### config.mk
export PLATFORM = sky130hd
export DESIGN_NAME = text_stereogram_line_generator
export DESIGN_NICKNAME = d
export VERILOG_FILES = /design/src/hdl/tsl_pkg.sv /design/src/hdl/tsl_ram.sv /design/src/hdl/tsl_ctrl.sv /design/src/hdl/tsl_dpath.sv /design/src/hdl/text_stereogram_line_generator.sv
export SDC_FILE = /design/constraint.sdc
export NUM_CORES = 1
export LEC_CHECK = 0
export BUFFER_PORTS_ARGS = -buffer_cell sky130_fd_sc_hd__clkbuf_2
export CORE_ASPECT_RATIO = 1.1
export CORE_MARGIN = 2
export CORE_UTILIZATION = 42
export CTS_CLUSTER_SIZE = 30
export DETAILED_ROUTE_END_ITERATION = 6
export PLACE_DENSITY = 0.66
export SLEW_MARGIN = 20
export SYNTH_ARGS = -nofsm -noshare
export SYNTH_HDL_FRONTEND = slang
export SYNTH_SLANG_ARGS = --single-unit
### constraint.sdc
create_clock -name clk_i -period 9.22 [get_ports clk_i]
set_input_delay 1.844 -clock clk_i [delete_from_list [all_inputs] [get_ports clk_i]]
set_output_delay 1.844 -clock clk_i [all_outputs]
set_load 0.005 [all_outputs]
### src/hdl/tsl_pkg.sv
package tsl_pkg;

  // Size of the pattern list and of the removed-entry stack.
  localparam int unsigned PatternMax = 64;
  localparam int unsigned AddrW      = $clog2(PatternMax);
  localparam int unsigned CntW       = AddrW + 1;

  // Fixed field widths.
  localparam int unsigned CharW  = 8;
  localparam int unsigned DepthW = 6;
  localparam int unsigned LenW   = 7;

  // Entries beyond the active repeat that the list always carries.
  localparam int unsigned TailSlack = 3;
  localparam int unsigned MinLength = 4;
  localparam logic [LenW-1:0] LengthReset = 7'd16;

  typedef enum logic [1:0] {
    OP_START = 2'd0,
    OP_LOAD  = 2'd1,
    OP_PIXEL = 2'd2
  } tsl_op_e;

  typedef enum logic [1:0] {
    ERR_NONE   = 2'd0,
    ERR_EMPTY  = 2'd1,
    ERR_SHRINK = 2'd2
  } tsl_err_e;

  typedef enum logic [3:0] {
    S_IDLE,
    S_UNIT,
    S_PUSH,
    S_RM_CHK,
    S_RM_WR,
    S_INS_CHK,
    S_INS_WR,
    S_EMIT
  } tsl_state_e;

  // Commands from the controller to the datapath.
  typedef struct packed {
    logic start;      // rearm for a new line
    logic load;       // write a pattern character
    logic px_begin;   // take a pixel beat, step the position
    logic skip_rise;  // rise unit skipped, list too short
    logic skip_fall;  // fall units dropped, stack empty
    logic rd_top;     // read the entry at the position
    logic push;       // push that entry onto the stack
    logic rm_read;    // read the entry after the index
    logic rm_write;   // move it down one place
    logic rm_done;    // close a removal
    logic pop_read;   // pop the stack top
    logic ins_read;   // read the entry before the index
    logic ins_write;  // move it up one place
    logic ins_done;   // place the popped entry after the position
    logic fetch;      // read the character to emit
    logic emit;       // load the output register
  } tsl_cmd_t;

  // Status from the datapath to the controller.
  typedef struct packed {
    logic cnt_zero;
    logic rise;
    logic active_le1;
    logic stack_empty;
    logic rm_more;
    logic ins_more;
    logic out_free;
  } tsl_stat_t;

endpackage

### src/hdl/tsl_ram.sv
module tsl_ram #(
  parameter int unsigned Width = 8,
  parameter int unsigned Depth = 64
) (
  input  logic                     clk_i,
  input  logic                     we_i,
  input  logic [$clog2(Depth)-1:0] waddr_i,
  input  logic [Width-1:0]         wdata_i,
  input  logic                     re_i,
  input  logic [$clog2(Depth)-1:0] raddr_i,
  output logic [Width-1:0]         rdata_o
);

  logic [Width-1:0] mem_q [Depth];
  logic [Width-1:0] rdata_q;

  // One write port, one registered read port; read data holds between reads.
  always_ff @(posedge clk_i) begin
    if (we_i) begin
      mem_q[waddr_i] <= wdata_i;
    end
    if (re_i) begin
      rdata_q <= mem_q[raddr_i];
    end
  end

  assign rdata_o = rdata_q;

endmodule

### src/hdl/tsl_ctrl.sv
module tsl_ctrl
  import tsl_pkg::*;
(
  input  logic        clk_i,
  input  logic        rst_ni,
  input  logic        in_valid_i,
  input  logic [1:0]  opcode_i,
  input  tsl_stat_t   stat_i,
  output logic        in_ready_o,
  output tsl_cmd_t    cmd_o
);

  tsl_state_e state_q, state_d;
  logic       accept;

  assign in_ready_o = (state_q == S_IDLE);
  assign accept     = in_valid_i && in_ready_o;

  // State register.
  always_ff @(posedge clk_i or negedge rst_ni) begin
    if (!rst_ni) begin
      state_q <= S_IDLE;
    end else begin
      state_q <= state_d;
    end
  end

  // Next state.
  always_comb begin
    state_d = state_q;
    unique case (state_q)
      S_IDLE: begin
        if (accept && tsl_op_e'(opcode_i) == OP_PIXEL) begin
          state_d = S_UNIT;
        end
      end
      S_UNIT: begin
        if (stat_i.cnt_zero) begin
          state_d = S_EMIT;
        end else if (stat_i.rise) begin
          if (!stat_i.active_le1) begin
            state_d = S_PUSH;
          end
        end else if (!stat_i.stack_empty) begin
          state_d = S_INS_CHK;
        end
      end
      S_PUSH:    state_d = S_RM_CHK;
      S_RM_CHK:  state_d = stat_i.rm_more ? S_RM_WR : S_UNIT;
      S_RM_WR:   state_d = S_RM_CHK;
      S_INS_CHK: state_d = stat_i.ins_more ? S_INS_WR : S_UNIT;
      S_INS_WR:  state_d = S_INS_CHK;
      S_EMIT: begin
        if (stat_i.out_free) begin
          state_d = S_IDLE;
        end
      end
      default:   state_d = S_IDLE;
    endcase
  end

  // Command outputs.
  always_comb begin
    cmd_o = '0;
    unique case (state_q)
      S_IDLE: begin
        if (accept) begin
          case (tsl_op_e'(opcode_i))
            OP_START: cmd_o.start    = 1'b1;
            OP_LOAD:  cmd_o.load     = 1'b1;
            OP_PIXEL: cmd_o.px_begin = 1'b1;
            default:  ;
          endcase
        end
      end
      S_UNIT: begin
        if (stat_i.cnt_zero) begin
          cmd_o.fetch = 1'b1;
        end else if (stat_i.rise) begin
          if (stat_i.active_le1) begin
            cmd_o.skip_rise = 1'b1;
          end else begin
            cmd_o.rd_top = 1'b1;
          end
        end else if (stat_i.stack_empty) begin
          cmd_o.skip_fall = 1'b1;
        end else begin
          cmd_o.pop_read = 1'b1;
        end
      end
      S_PUSH: cmd_o.push = 1'b1;
      S_RM_CHK: begin
        if (stat_i.rm_more) begin
          cmd_o.rm_read = 1'b1;
        end else begin
          cmd_o.rm_done = 1'b1;
        end
      end
      S_RM_WR: cmd_o.rm_write = 1'b1;
      S_INS_CHK: begin
        if (stat_i.ins_more) begin
          cmd_o.ins_read = 1'b1;
        end else begin
          cmd_o.ins_done = 1'b1;
        end
      end
      S_INS_WR: cmd_o.ins_write = 1'b1;
      S_EMIT:   cmd_o.emit = stat_i.out_free;
      default:  ;
    endcase
  end

endmodule

### src/hdl/tsl_dpath.sv
module tsl_dpath
  import tsl_pkg::*;
(
  input  logic              clk_i,
  input  logic              rst_ni,
  input  tsl_cmd_t          cmd_i,
  output tsl_stat_t         stat_o,
  input  logic              cfg_we_i,
  input  logic [LenW-1:0]   cfg_data_i,
  input  logic [CharW-1:0]  pattern_char_i,
  input  logic [DepthW-1:0] pixel_depth_i,
  input  logic              last_in_line_i,
  output logic              out_valid_o,
  input  logic              out_ready_i,
  output logic [CharW-1:0]  out_char_o,
  output logic [1:0]        error_code_o
);

  // Control state.
  logic [LenW-1:0]   length_q, length_d;
  logic [CntW-1:0]   active_q, active_d;
  logic [CntW-1:0]   stack_cnt_q, stack_cnt_d;
  logic [AddrW-1:0]  pos_q, pos_d;
  logic [DepthW-1:0] prev_q, prev_d;
  logic [CntW-1:0]   load_ptr_q, load_ptr_d;
  logic              out_valid_q, out_valid_d;

  // Per-pixel working registers.
  logic [AddrW-1:0]  idx_q, idx_d;
  logic [DepthW-1:0] cnt_q, cnt_d;
  logic [DepthW-1:0] depth_q, depth_d;
  logic              last_q, last_d;
  logic              rise_q, rise_d;
  tsl_err_e          err_q, err_d;
  logic [CharW-1:0]  out_char_q, out_char_d;
  tsl_err_e          out_err_q, out_err_d;

  // Memory ports.
  logic              st_we, st_re, sk_we, sk_re;
  logic [AddrW-1:0]  st_waddr, st_raddr, sk_waddr, sk_raddr;
  logic [CharW-1:0]  st_wdata, st_rdata, sk_rdata;

  // Derived values.
  logic [CntW-1:0]   clamped;
  logic [CntW-1:0]   list_len;
  logic [CntW-1:0]   pos_nx;
  logic [AddrW-1:0]  pos_step;
  logic [AddrW-1:0]  pos_wrap;
  logic [CntW-1:0]   active_dec;
  logic [CntW-1:0]   stack_dec;
  logic [CntW-1:0]   idx_nx;
  logic [CntW-1:0]   pos_after;
  logic              out_free;

  // Register length clamped into the supported range.
  always_comb begin
    if (32'(length_q) < MinLength) begin
      clamped = CntW'(MinLength);
    end else if (32'(length_q) > PatternMax) begin
      clamped = CntW'(PatternMax);
    end else begin
      clamped = CntW'(length_q);
    end
  end

  assign list_len   = active_q + CntW'(TailSlack);
  assign pos_nx     = {1'b0, pos_q} + CntW'(1);
  assign pos_step   = (pos_nx >= active_q) ? '0 : pos_nx[AddrW-1:0];
  assign pos_wrap   = ({1'b0, pos_q} >= active_q) ? '0 : pos_q;
  assign active_dec = active_q - CntW'(1);
  assign stack_dec  = stack_cnt_q - CntW'(1);
  assign idx_nx     = {1'b0, idx_q} + CntW'(1);
  assign pos_after  = {1'b0, pos_q} + CntW'(1);
  assign out_free   = !out_valid_q || out_ready_i;

  // Status towards the controller.
  always_comb begin
    stat_o.cnt_zero    = (cnt_q == '0);
    stat_o.rise        = rise_q;
    stat_o.active_le1  = (active_q <= CntW'(1));
    stat_o.stack_empty = (stack_cnt_q == '0);
    stat_o.rm_more     = (idx_nx < list_len);
    stat_o.ins_more    = ({1'b0, idx_q} > pos_after);
    stat_o.out_free    = out_free;
  end

  // Pattern list port selection.
  always_comb begin
    st_we    = 1'b0;
    st_waddr = idx_q;
    st_wdata = st_rdata;
    st_re    = 1'b0;
    st_raddr = pos_q;
    if (cmd_i.load) begin
      st_we    = (load_ptr_q < CntW'(PatternMax));
      st_waddr = load_ptr_q[AddrW-1:0];
      st_wdata = pattern_char_i;
    end else if (cmd_i.rm_write || cmd_i.ins_write) begin
      st_we = 1'b1;
    end else if (cmd_i.ins_done) begin
      st_we    = 1'b1;
      st_waddr = pos_after[AddrW-1:0];
      st_wdata = sk_rdata;
    end
    if (cmd_i.rd_top) begin
      st_re = 1'b1;
    end else if (cmd_i.rm_read) begin
      st_re    = 1'b1;
      st_raddr = idx_nx[AddrW-1:0];
    end else if (cmd_i.ins_read) begin
      st_re    = 1'b1;
      st_raddr = idx_q - AddrW'(1);
    end else if (cmd_i.fetch) begin
      st_re    = 1'b1;
      st_raddr = pos_wrap;
    end
  end

  // Removed-entry stack port selection.
  assign sk_we    = cmd_i.push;
  assign sk_waddr = stack_cnt_q[AddrW-1:0];
  assign sk_re    = cmd_i.pop_read;
  assign sk_raddr = stack_dec[AddrW-1:0];

  // Next control state.
  always_comb begin
    length_d    = length_q;
    active_d    = active_q;
    stack_cnt_d = stack_cnt_q;
    pos_d       = pos_q;
    prev_d      = prev_q;
    load_ptr_d  = load_ptr_q;
    out_valid_d = out_valid_q;
    if (cfg_we_i) begin
      length_d = cfg_data_i;
    end
    if (cmd_i.start) begin
      active_d    = clamped - CntW'(TailSlack);
      stack_cnt_d = '0;
      pos_d       = '0;
      prev_d      = '0;
      load_ptr_d  = '0;
    end
    if (cmd_i.load && load_ptr_q < CntW'(PatternMax)) begin
      load_ptr_d = load_ptr_q + CntW'(1);
    end
    if (cmd_i.px_begin) begin
      pos_d = pos_step;
    end
    if (cmd_i.push) begin
      stack_cnt_d = stack_cnt_q + CntW'(1);
    end
    if (cmd_i.rm_done) begin
      active_d = active_dec;
      if ({1'b0, pos_q} >= active_dec) begin
        pos_d = '0;
      end
    end
    if (cmd_i.pop_read) begin
      stack_cnt_d = stack_dec;
    end
    if (cmd_i.ins_done) begin
      active_d = active_q + CntW'(1);
    end
    if (cmd_i.fetch) begin
      pos_d  = pos_wrap;
      prev_d = depth_q;
    end
    if (cmd_i.emit) begin
      out_valid_d = 1'b1;
    end else if (out_ready_i) begin
      out_valid_d = 1'b0;
    end
  end

  // Next working and output payload.
  always_comb begin
    idx_d      = idx_q;
    cnt_d      = cnt_q;
    depth_d    = depth_q;
    last_d     = last_q;
    rise_d     = rise_q;
    err_d      = err_q;
    out_char_d = out_char_q;
    out_err_d  = out_err_q;
    if (cmd_i.px_begin) begin
      depth_d = pixel_depth_i;
      last_d  = last_in_line_i;
      rise_d  = (pixel_depth_i > prev_q);
      cnt_d   = (pixel_depth_i > prev_q) ? (pixel_depth_i - prev_q)
                                         : (prev_q - pixel_depth_i);
      err_d   = ERR_NONE;
    end
    if (cmd_i.skip_rise) begin
      err_d = ERR_SHRINK;
      cnt_d = cnt_q - DepthW'(1);
    end
    if (cmd_i.skip_fall) begin
      err_d = ERR_EMPTY;
      cnt_d = '0;
    end
    if (cmd_i.push) begin
      idx_d = pos_q;
    end
    if (cmd_i.rm_write) begin
      idx_d = idx_q + AddrW'(1);
    end
    if (cmd_i.rm_done || cmd_i.ins_done) begin
      cnt_d = cnt_q - DepthW'(1);
    end
    if (cmd_i.pop_read) begin
      idx_d = list_len[AddrW-1:0];
    end
    if (cmd_i.ins_write) begin
      idx_d = idx_q - AddrW'(1);
    end
    if (cmd_i.emit) begin
      out_char_d = (active_q != '0 && !last_q) ? st_rdata : '0;
      out_err_d  = err_q;
    end
  end

  // Control registers.
  always_ff @(posedge clk_i or negedge rst_ni) begin
    if (!rst_ni) begin
      length_q    <= LengthReset;
      active_q    <= '0;
      stack_cnt_q <= '0;
      pos_q       <= '0;
      prev_q      <= '0;
      load_ptr_q  <= '0;
      out_valid_q <= 1'b0;
    end else begin
      length_q    <= length_d;
      active_q    <= active_d;
      stack_cnt_q <= stack_cnt_d;
      pos_q       <= pos_d;
      prev_q      <= prev_d;
      load_ptr_q  <= load_ptr_d;
      out_valid_q <= out_valid_d;
    end
  end

  // Payload registers.
  always_ff @(posedge clk_i) begin
    idx_q      <= idx_d;
    cnt_q      <= cnt_d;
    depth_q    <= depth_d;
    last_q     <= last_d;
    rise_q     <= rise_d;
    err_q      <= err_d;
    out_char_q <= out_char_d;
    out_err_q  <= out_err_d;
  end

  tsl_ram #(
    .Width (CharW),
    .Depth (PatternMax)
  ) u_store (
    .clk_i   (clk_i),
    .we_i    (st_we),
    .waddr_i (st_waddr),
    .wdata_i (st_wdata),
    .re_i    (st_re),
    .raddr_i (st_raddr),
    .rdata_o (st_rdata)
  );

  tsl_ram #(
    .Width (CharW),
    .Depth (PatternMax)
  ) u_stack (
    .clk_i   (clk_i),
    .we_i    (sk_we),
    .waddr_i (sk_waddr),
    .wdata_i (st_rdata),
    .re_i    (sk_re),
    .raddr_i (sk_raddr),
    .rdata_o (sk_rdata)
  );

  assign out_valid_o  = out_valid_q;
  assign out_char_o   = out_char_q;
  assign error_code_o = out_err_q;

endmodule

### src/hdl/text_stereogram_line_generator.sv
// Text stereogram line generator.
// Input beats arrive on the s_axis channel; tuser carries the opcode (start
// line, load pattern character, pixel depth). A start beat rearms the line
// from the pattern_length register, load beats fill the pattern list, and
// each pixel beat gives one result beat on m_axis: the character in tdata
// and the error code in tuser. Start and load beats give no result. The cfg
// channel writes pattern_length, which is always ready and should only be
// written while the block is idle. A pixel passes the unit and emit states
// into the output register. Per unit of depth change, a removal reads the
// entry at the position, pushes it onto the stack and moves the entries
// after it down; an insertion pops the stack, moves entries up and puts the
// popped entry after the position. Skipped rise units and an empty stack are
// handled in the unit state. Each moved entry is read, then written back.
// Only one item is worked on at a time; s_axis_tready is high while the
// block waits for a beat.
// The result sits in an output register, so start and load beats are still
// taken while the receiver stalls; a further pixel waits at its end until
// the register is free. Reset empties the list and the stack, clears the
// output valid and sets pattern_length to 16; the memories need no clearing.
module text_stereogram_line_generator
  import tsl_pkg::*;
(
  input  logic        clk_i,
  input  logic        rst_ni,
  input  logic        cfg_valid,
  output logic        cfg_ready,
  input  logic [7:0]  cfg_data,       // [6:0] pattern_length
  input  logic        s_axis_tvalid,
  output logic        s_axis_tready,
  input  logic [15:0] s_axis_tdata,   // [7:0] pattern_char, [13:8] pixel_depth
  input  logic        s_axis_tlast,   // last_in_line
  input  logic [1:0]  s_axis_tuser,   // [1:0] opcode
  output logic        m_axis_tvalid,
  input  logic        m_axis_tready,
  output logic [7:0]  m_axis_tdata,   // [7:0] out_char
  output logic [1:0]  m_axis_tuser    // [1:0] error_code
);

  tsl_cmd_t  cmd;
  tsl_stat_t stat;

  // The register write is taken in every cycle.
  assign cfg_ready = 1'b1;

  tsl_ctrl u_ctrl (
    .clk_i      (clk_i),
    .rst_ni     (rst_ni),
    .in_valid_i (s_axis_tvalid),
    .opcode_i   (s_axis_tuser),
    .stat_i     (stat),
    .in_ready_o (s_axis_tready),
    .cmd_o      (cmd)
  );

  tsl_dpath u_dpath (
    .clk_i          (clk_i),
    .rst_ni         (rst_ni),
    .cmd_i          (cmd),
    .stat_o         (stat),
    .cfg_we_i       (cfg_valid && cfg_ready),
    .cfg_data_i     (cfg_data[LenW-1:0]),
    .pattern_char_i (s_axis_tdata[CharW-1:0]),
    .pixel_depth_i  (s_axis_tdata[CharW+DepthW-1:CharW]),
    .last_in_line_i (s_axis_tlast),
    .out_valid_o    (m_axis_tvalid),
    .out_ready_i    (m_axis_tready),
    .out_char_o     (m_axis_tdata),
    .error_code_o   (m_axis_tuser)
  );

endmodule
# Word-level counts from Yosys, hierarchy flattened
# Memories as Yosys holds them, arrays and structs flattened. A register that Yosys moved wholly into a read port is not among the register bits.
# Index checks and enable logic that the tools add are counted.
# Widths: inputs -> output; s select.
[op_classes] order_cmp=10 n_mux=92 addsub=14 n_eq_ne=13 n_reduce_logical=24
[op_table] cell="$mux 6" count=25
[op_table] cell="$mux 7" count=9
[op_table] cell="$mux 1" count=40
[op_table] cell="$pmux 4 s7" count=1
[op_table] cell="$mux 4" count=6
[op_table] cell="$mux 8" count=3
[op_table] cell="$add 7x1->7 const B" count=3
[op_table] cell="$mux 3" count=6
[op_table] cell="$eq 4x3->1 const B" count=4
[op_table] cell="$add 6x1->7 const B" count=2
[op_table] cell="$ge 6x7->1" count=2
[op_table] cell="$sub 7x1->7 const B" count=2
[op_table] cell="$sub 6x1->6 const B" count=2
[op_table] cell="$sub 6x6->6" count=2
[op_table] cell="$eq 4x2->1 const B" count=2
[op_table] cell="$reduce_bool 2->1" count=4
[op_table] cell="$reduce_bool 4->1" count=2
[op_table] cell="$add 7x2->7 const B" count=1
[op_table] cell="$ge 7x7->1" count=1
[op_table] cell="$gt 6x7->1" count=1
[op_table] cell="$gt 7x7->1 const B" count=1
[op_table] cell="$le 7x1->1 const B" count=1
[op_table] cell="$logic_not 7->1" count=1
[op_table] cell="$lt 7x3->1 const B" count=1
[op_table] cell="23 further kinds" count=31
[word_totals] register_bits=77 in_bits=32 memories=2 wordCells=171 ram_bits=1024
[mem_list] name="u_dpath.u_stack.mem_q" words=64 width=8 read_ports=1 rd_ports_with_merged_regs=1 wr=1 line="tsl_ram.sv:14" text="logic [Width-1:0] mem_q [Depth];"
[mem_list] name="u_dpath.u_store.mem_q" words=64 width=8 read_ports=1 rd_ports_with_merged_regs=1 wr=1 line="tsl_ram.sv:14"

# Depth between registers and ports, before layout
# Gate-level depths: netlist of the first run.
[depth] word_depth=9 ltp_mapped=22 depth_no_buf=16

# By module
# Synthesis of the first run repeated with hierarchy kept, for this count alone.
[unflattened] hier_cells=2583 area_unflattened_um2=46657.2
[modules_own_cells] module="tsl_ram" n_inst=2 cells_per_inst=940 area_per_inst_um2=20246.9
[modules_own_cells] module="tsl_dpath" n_inst=1 cells_per_inst=648 area_per_inst_um2=5740.5
[modules_own_cells] module="tsl_ctrl" n_inst=1 cells_per_inst=53 area_per_inst_um2=411.6
[modules_own_cells] module="text_stereogram_line_generator" n_inst=1 cells_per_inst=2 area_per_inst_um2=11.3

# Worst setup path before layout of the first run
# No wires, ideal clock.
[synth_path] path_type="register to register" startpoint="register u_dpath.pos_q[1]" endpoint="memory u_dpath.u_store.mem_q[0][2] (data pin)" slack_ns=2.848 arrival_time_ns=5.669 setup_time_ns=0.702 stages_incl_launch_ff=14 n_path_buf=2 cell_sequence="dfrtp_1 -> ha_1 -> xor2_1 -> inv_1 -> ha_1 -> o21ai_0 -> nor3_1 -> o22ai_1 -> a21oi_1 -> nor2_1 -> clkbuf_1 -> buf_1 -> mux2i_1 -> o21ai_0"
[synth_via] elab_chain_cells=7
[synth_rtl] item="from (decl)" line="tsl_dpath.sv:23" text="logic [AddrW-1:0] pos_q, pos_d;"
[synth_rtl] item="from (signal assigned)" line="tsl_dpath.sv:237" text="pos_q <= pos_d;"
[synth_rtl] item="$add 6x1->7" line="tsl_dpath.sv:73" text="assign pos_after = {1'b0, pos_q} + CntW'(1);"
[synth_rtl] item="$gt 6x7->1" line="tsl_dpath.sv:83" text="stat_o.ins_more = ({1'b0, idx_q} > pos_after);"
[synth_rtl] item="$mux 1" line="tsl_ctrl.sv:101" text="if (stat_i.ins_more) begin"
[synth_rtl] item="$mux 1" line="tsl_ctrl.sv:65" text="unique case (state_q)"
[synth_rtl] item="$mux 8" line="tsl_dpath.sv:100" text="end else if (cmd_i.ins_done) begin"
[synth_rtl] item="$mux 8" line="tsl_dpath.sv:98" text="end else if (cmd_i.rm_write || cmd_i.ins_write) begin"
[synth_rtl] item="$mux 8" line="tsl_dpath.sv:94" text="if (cmd_i.load) begin"
[synth_rtl] item="via u_dpath.st_wdata[2]" line="tsl_dpath.sv:41" text="logic [CharW-1:0] st_wdata, st_rdata, sk_rdata;"
[synth_rtl] item="to (decl)" line="tsl_ram.sv:14"
# The timed path passes the listed nets, and every way through them passes these cells.

# Final worst setup path of the first run
[layout_path] startpoint="register u_dpath.active_q[0]" endpoint="register u_dpath.u_store.rdata_q[4] (netlist: u_dpath.u_store.rdata_o[4]), read port of u_dpath.u_store.mem_q (data pin)"
[layout_via] elab_chain_cells=6
[layout_rtl] item="from (decl)" line="tsl_dpath.sv:21" text="logic [CntW-1:0] active_q, active_d;"
[layout_rtl] item="from (signal assigned)" line="tsl_dpath.sv:235" text="active_q <= active_d;"
[layout_rtl] item="$add 7x2->7 (tied with other cells)" line="tsl_dpath.sv:66" text="assign list_len = active_q + CntW'(TailSlack);"
[layout_rtl] item="$lt 7x7->1 (tied with other cells)" line="tsl_dpath.sv:82" text="stat_o.rm_more = (idx_nx < list_len);"
[layout_rtl] item="$mux 1 (tied with other cells)" line="tsl_ctrl.sv:93" text="if (stat_i.rm_more) begin"
[layout_rtl] item="$mux 1 (tied with other cells)" line="tsl_ctrl.sv:65"
[layout_rtl] item="$mux 6 (tied with other cells)" line="tsl_dpath.sv:107" text="end else if (cmd_i.rm_read) begin"
[layout_rtl] item="$mux 6 or $mux 1 (tied branches)" line="tsl_dpath.sv:105" text="if (cmd_i.rd_top) begin"
[layout_rtl] item="to (decl)" line="tsl_ram.sv:15" text="logic [Width-1:0] rdata_q;"
# Several ways; a longest one is shown, not always the timed one.
# A chain may end at the register's enable or synchronous reset.

==> impl_metrics.ini, run 1 <==
[outcome]
run_status = finished clean

[sta]
tns_ns = 0
period_share_pct = 65.9
drv_slew = 0
slew_headroom_pct = 22.4
hold_violations = 0
rsz0062_at_grt = no
timing.hold.ws_ns = 0.450
setup_viol_count_final = 0
max_freq_ghz = 0.165
fin_skew_ns = 0.0318
tightest_slew_ns = 1.16
period_minus_slack_ns = 6.08

[critical_path]
cp-end-kind = register
arrival_ns = 6.50
path_cells = inv_1 > ha_1 > or3_1 > xnor2_1 > ha_1 > a211oi_1 > nor2_1 > nor3_1 > nand2b_1 > nand4_4 > nand2_4 > buf_12 > mux4_2 > a22o_1 > a2111oi_1 > o2bb2ai_1
crit_family = simple AND/OR/NAND/NOR gates
critPathMaxFanout = 53
start_kind = register
slowest_delay_ns = 0.61
cpMaxStageDelayCell = dfrtp_1
crit_top_cell = ha_1
worst-path-buf-inv = 2
critPathKind = reg -> reg
cp.required_ns = 9.65

[floorplan]
rows = 127
start_util_pct = 42.4
design.die.area_um2 = 113000
die_h_um = 352
coreArea_um2 = 109000
io_pins = 45
die_w_um = 320

[routing]
via_count = 24656
route.detailed.drc = 0
final_antenna_net_count = 0
drt_iter0_drc = 2991
dr.pass1.iters = 7
avgRoutedWirePerCell_um = 25.7
drt_wl_total_mm = 107
vias_per_cell = 5.91

[finish]
fill_cells = 8915
syn_to_final_growth_pct = 11.9
final_nets = 2740
antenna_cells = 0
drive_above_1_share_pct = 20.0
fin_area_um2 = 51700

[global_route]
grt_pass1_vias = 25093
grt_start_max_net_pins = 79
grt_use_total_pct = 19.2
top_usage_layer = met2
grt_util_met3_pct = 2.69
overflow = 0
antenna_found_initial = 1
grtUsageMet2_pct = 32.5
use_met1_pct = 25.6
grt_pass1_wl_mm = 162

[power_and_ir_drop]
power_frac_clock_pct = 25.2
p_int_mw = 11.7
powerDensity_nw_per_um2 = 345
pwr-share-comb_pct = 36.6
pwr-share-seq_pct = 38.3
power_mw = 17.8
net-switching-power_mw = 6.15
ir_drop_uv = 338
p_leak_nw = 16.4
p_sw_share_pct = 34.5

[logic_synthesis]
ys_warn_count = 0
syn_area_per_cell_um2 = 17.8
synth_seq_cells = 1116
synth-main-ff-cell = edfxtp_1
ys_seq_area_share_pct = 72.0
synthArstFlopShare_pct = 3.94
synth_nets = 2682
synth_area_um2 = 46200
syn_inst = 2595
synth_cell_types = 78
synth_edf_count = 1070

[place]
placed_cell_area_um2 = 48000
io_buffers = 40
dpl.hpwl_mm = 66.9
gp_congestion = 0.854

[clock_tree]
root_buffer = clkbuf_16
cts_hold_buf = 0
cts_tree = built
cts_buffers = 111
clk_pin_slew_ns = 0.07
cts.sinks = 1116
htreeDepth = 3
clk_latency_ns = 0.70
cts_max_path_buffers = 3
cts_resized = 0
cts_setup_buffers = 0

[min_path]
hold_class = reg -> reg

[run]
maxCapViolCount = 0
==> registers in the layout, indices dropped and copies added, names as in the netlist, 7 cells and up <==
register                 count
u_dpath.u_stack.mem_q      512
u_dpath.stack_cnt_q          7
u_dpath.length_q             7
u_dpath.u_store.mem_q      512
u_dpath.u_stack.rdata_o      8
u_dpath.u_store.rdata_o      8
u_dpath.active_q             7
u_dpath.load_ptr_q           7
u_dpath.out_char_o           8
==> area by class of cell <==
type | count | area [um^2] | area share [%]
flip-flops and latches | 1116 | 33300 | 64.4
multi-input cells | 1291 | 12300 | 23.7
clock buffers | 141 | 2930 | 5.67
well taps | 1419 | 1780 | 3.43
clock inverters | 69 | 711 | 1.37
repair buffers | 82 | 541 | 1.05
inverters | 51 | 191 | 0.370
==> per-stage QoR <==
| step | std cells | util (%) | setup slack, ns |
|---|---|---|---|
| global placement | 3959 | 44.1 | 3.25 |
| global route | 4169 | 47.4 | 2.80 |
| finish | 4169 | 47.4 | 3.14 |
| floorplan | 2595 | - | 2.85 |
| CTS | 4169 | 47.4 | 3.19 |
| detailed placement | 3959 | 44.1 | 3.21 |
==> placed cells by master, fill, tap and decap left out, types with 13 or more instances in the layout <==
master and count:
clkinv_2 22, clkinv_1 16, inv_1 50, nor2_1 203, nand2_1 111, mux2i_1 32
a211oi_1 42, clkbuf_16 113, a22o_1 18, ha_1 52, buf_4 40, clkbuf_2 40
o22ai_1 16, clkbuf_1 28, a21oi_1 54, mux4_2 256, xnor2_1 24, o21ai_0 77
and2_1 15, or3_1 20, dfrtp_1 42, a311oi_1 16, nand3_1 118, and3_1 25
nor3_1 19, nor4_1 14, edfxtp_1 1070, nand2b_1 13, o221ai_1 13
==> kinds of logic (layout without fill, tap and decap cells) <==
group | after synthesis | count (layout) | synth area share (%)
simple gates | 588 | 588 | 6.00
flops | 1116 | 1116 | 72.0
buf+inv | 188 | 343 | 1.79
xor+xnor | 35 | 35 | 0.664
compound gates | 313 | 313 | 4.53
other cells | 1 | 1 | 0.00812
fa+ha+maj | 55 | 55 | 1.52
mux | 299 | 299 | 13.4
==> routing by layer <==
metal	routed length [um]	up-vias	share of wire, %
li1	-	10599	-
met1	42500	12827	40
met2	54000	1034	50
met3	7420	194	6.9
met4	3480	2	3.2
met5	10	-	0.0093
==> Yosys cell counts (20+ instances only) <==
| master | n | share of area (%) |
|---|---|---|
| xnor2_1 | 26 | 0.49 |
| edfxtp_1 | 1070 | 70 |
| clkbuf_1 | 85 | 0.69 |
| dfrtp_1 | 43 | 2.3 |
| o21ai_0 | 85 | 0.92 |
| a21oi_1 | 54 | 0.59 |
| mux2i_1 | 32 | 0.69 |
| or3_1 | 20 | 0.27 |
| ha_1 | 53 | 1.4 |
| mux4_2 | 256 | 12 |
| inv_1 | 50 | 0.41 |
| and3_1 | 25 | 0.34 |
| nor2_1 | 206 | 1.7 |
| nand3_1 | 118 | 1.3 |
| a211oi_1 | 42 | 0.68 |
| nand2_1 | 111 | 0.90 |
==> power by group through the flow <==
stage / registers [mW] / logic, mW / clock network [mW]
after global routing: 6.85 / 6.98 / 4.73
after detailed placement: 6.92 / 6.54 / 0
after floorplan: 7.01 / 4.32 / 0
final: 6.82 / 6.52 / 4.48
after global placement: 6.91 / 6.38 / 0
after CTS: 6.82 / 6.56 / 4.55
==> path summary, 6_finish.rpt <==
path	start	end	slack, ns	depth (start not counted)
setup / recovery	u_dpath.active_q[0]$_DFFE_PN0P_	u_dpath.u_store.rdata_o[4]$_DFFE_PP_	3.14	16
hold / removal	u_dpath.depth_q[0]$_DFFE_PP_	u_dpath.prev_q[0]$_DFFE_PN0P_	0.45	2
setup reg to reg	u_dpath.active_q[0]$_DFFE_PN0P_	u_dpath.u_store.rdata_o[4]$_DFFE_PP_	3.14	16
hold reg to reg	u_dpath.depth_q[0]$_DFFE_PP_	u_dpath.prev_q[0]$_DFFE_PN0P_	0.45	2
max in group asynchronous	rst_ni	u_dpath.stack_cnt_q[0]$_DFFE_PN0P_	7.45	2
min in group asynchronous	rst_ni	u_dpath.load_ptr_q[5]$_DFFE_PN0P_	1.28	2
==> tightest hold or removal path, delay by kind of cell (launching register included) <==
kind,cells,cell delay [ns]
compound gates,1,0.06
flops,1,0.32
simple gates,1,0.05
(Power assumes the default switching activity.)
==> inputs of run 2 (changes only) <==
--- a/config.mk
+++ b/config.mk
@@ -5,13 +5,14 @@
 export SDC_FILE = /design/constraint.sdc
 export NUM_CORES = 1
 export LEC_CHECK = 0
+export ABC_AREA = 1
 export BUFFER_PORTS_ARGS = -buffer_cell sky130_fd_sc_hd__clkbuf_2
 export CORE_ASPECT_RATIO = 1.1
 export CORE_MARGIN = 2
 export CORE_UTILIZATION = 42
 export CTS_CLUSTER_SIZE = 30
 export DETAILED_ROUTE_END_ITERATION = 6
-export PLACE_DENSITY = 0.66
+export PLACE_DENSITY = 0.68
 export SLEW_MARGIN = 20
 export SYNTH_ARGS = -nofsm -noshare
 export SYNTH_HDL_FRONTEND = slang
==> constraint.sdc (replaced) <==
create_clock -name clk_i -period 5.1 [get_ports clk_i]
set_input_delay 1.02 -clock clk_i [delete_from_list [all_inputs] [get_ports clk_i]]
set_output_delay 1.02 -clock clk_i [all_outputs]
set_load 0.005 [all_outputs]
==> run 2 against run 1 <==
Clock skew increased by 0.0016 ns. Utilization increased by 0.14 points. Count of clock-buffer cells in the layout is 2 higher. Die area grew 7.6%. Area after synthesis rose by 7.7%. Register-to-register slack worse by 2.6 ns. Sequential power up 80%. Via count rose by 35%. Worst hold slack worse by 0.023 ns. Routed wire length up 15%. Largest cell class unchanged.
==> impl_metrics.ini, run 2 <==
[outcome]
run_status = finished clean

[clock_tree]
root_buffer = clkbuf_16
cts_max_path_buffers = 3
htreeDepth = 3
cts_resized = 0
cts_setup_buffers = 0
cts.sinks = 1116
cts_hold_buf = 0
clk_latency_ns = 0.71
cts_buffers = 112
clk_pin_slew_ns = 0.07
cts_tree = built

[place]
gp_congestion = 0.933
dpl_worst_slack_ns = 0.649
placed_cell_area_um2 = 52400
io_buffers = 40
dpl.hpwl_mm = 74.1

[sta]
fin_skew_ns = 0.0335
max_freq_ghz = 0.221
setup_viol_count_final = 0
period_minus_slack_ns = 4.52
rsz0062_at_grt = no
tightest_slew_ns = 1.07
tns_ns = 0
slew_headroom_pct = 28.3
worst_slack_ns = 0.583
period_share_pct = 88.6
drv_slew = 0
hold_violations = 0

[floorplan]
design.die.area_um2 = 121000
die_h_um = 365
coreArea_um2 = 118000
io_pins = 45
start_util_pct = 42.3
die_w_um = 332
rows = 132

[logic_synthesis]
synth_top_area_share_pct = 64.6
ys_seq_area_share_pct = 66.9
synth_seq_cells = 1116
synthArstFlopShare_pct = 3.94
ys_warn_count = 0
synthTopCellsByCount = edfxtp_1 (1070), nand3_1 (623), nand2_1 (540)
synth_top_area_cell = edfxtp_1
synth_edf_count = 1070
syn_area_per_cell_um2 = 11.6
synthTopCellsByArea = edfxtp_1 (65%), nand3_1 (6.3%), nand2_1 (4.1%)
syn_inst = 4303
synthMostInstantiatedCell = edfxtp_1
synth-main-ff-cell = edfxtp_1
synth_cell_types = 57
synth_nets = 4390
synth_area_um2 = 49700

[global_route]
grt_pass1_wl_mm = 191
antenna_found_initial = 0
grt_use_total_pct = 20.2
grt_start_max_net_pins = 151
overflow = 0
grt_pass1_vias = 32222

[critical_path]
start_kind = register
cp-end-kind = register
arrival_ns = 4.95
critPathKind = reg -> reg
critPathMaxFanout = 32
cp.required_ns = 5.53

[routing]
final_antenna_net_count = 0
dr.pass1.iters = 6
avgRoutedWirePerCell_um = 20.6
wl_met2_mm = 58.3
vias_per_cell = 5.51
drt_wl_total_mm = 124
wl_met1_mm = 51.7
route.detailed.drc = 0
top_layer_used = met4
via_count = 33168
wl_met3_mm = 9.77
drt_iter0_drc = 3794

[power_and_ir_drop]
p_leak_nw = 20.7
ir_drop_uv = 581
powerDensity_nw_per_um2 = 659

[run]
maxCapViolCount = 0

[finish]
antenna_cells = 0
drive_above_1_share_pct = 9.58
final_cell_mix = edfxtp_1 (1070), nand3_1 (623), nand2_1 (537)
fin_area_um2 = 55900
final_common_cell = edfxtp_1
largestRegisters = u_dpath.u_stack.mem_q (512), u_dpath.u_store.mem_q (512)
final_nets = 4470
syn_to_final_growth_pct = 12.5

[min_path]
hold_class = in -> async
-- run 2: cell types whose count changed in the layout (fill, tap and decap cells not counted), moves of 144 or more --
cell	change
inv_1	+401
mux4_2	-256
nand3_1	+505
nand3b_1	+159
nand2_1	+426
nor2_1	+204
o21ai_0	+144
-- run 2: final timing paths --
kind,startpoint,end,slack (ns),depth (start not counted)
setup / recovery,u_dpath.active_q[1]$_DFFE_PN0P_,u_dpath.u_store.rdata_o[2]$_DFFE_PP_,0.58,24
hold / removal,rst_ni,u_dpath.prev_q[4]$_DFFE_PN0P_,0.43,2
setup reg to reg,u_dpath.active_q[1]$_DFFE_PN0P_,u_dpath.u_store.rdata_o[2]$_DFFE_PP_,0.58,24
hold reg to reg,u_dpath.depth_q[3]$_DFFE_PP_,u_dpath.prev_q[3]$_DFFE_PN0P_,0.44,2
max in group asynchronous,rst_ni,u_dpath.stack_cnt_q[0]$_DFFE_PN0P_,4.19,2
min in group clk_i,u_dpath.depth_q[3]$_DFFE_PP_,u_dpath.prev_q[3]$_DFFE_PN0P_,0.44,2
-- run 2: worst max-delay path: stages (launching register included) --
cell and delay [ns]:
dfrtp_1 0.42, inv_1 0.19, ha_1 0.25, nor2_1 0.14
inv_1 0.07, nor3_1 0.18, xor2_1 0.17, ha_1 0.26
nand2_1 0.10, inv_1 0.05, nand4_1 0.09, o211ai_2 0.12
nor2_4 0.29, inv_2 0.16, nand2_8 0.22, nand2_8 0.19
inv_2 0.10, buf_4 0.36, nand2_1 0.09, nand3_1 0.08
nand3_1 0.10, nand3_1 0.17, nand3_1 0.17, nand3_1 0.11
nand2_1 0.10
-- run 2: area by class of cell --
type / count / area (um^2)
Fill cell: 10407 / 61700
Sequential cell: 1116 / 33300
Clock inverter: 68 / 538
Multi-Input combinational cell: 2471 / 13600
Tap cell: 1541 / 1930
Inverter: 471 / 1770
Timing Repair Buffer: 211 / 1820
Clock buffer: 143 / 2940
-- run 2: cells by family after synthesis --
logic type	after synthesis	synth area share, %
AND/OR/NAND/NOR	1810	16.9
flip-flops	1116	66.9
buffers and inverters	716	6.00
AO/OA/AOI/OAI	475	6.24
multiplexers	92	1.85
adder cells (fa/ha/maj)	55	1.41
XOR/XNOR	38	0.684
other	1	0.00754
-- run 2: routing by layer --
metal  track usage [%]  vias to the layer above
met5                 0                        -
met4              7.28                        0
met3              3.17                      232
li1                  -                    15423
met2              33.0                     1370
met1              27.4                    16143
-- run 2: per-stage QoR --
step	total power [mW]	hold slack (ns)	std cells	utilization (%)
3_5_place_dp	28.9	0.448	5810	44.6
2_1_floorplan	23.1	0.409	4303	-
5_1_grt	38.8	0.460	6021	47.6
3_3_place_gp	28.6	0.423	5810	44.6
4_1_cts	36.8	0.409	6021	47.6
6_report	36.8	0.428	6021	47.6
-- run 2: power by group --
part	leakage (nW)	total (mW)	switching, mW	internal [mW]
Combinational	8.80	16.7	11.9	4.86
Clock	1.68	7.87	3.48	4.39
Sequential	10.2	12.3	0.292	12.0
Total	20.7	36.8	15.6	21.2
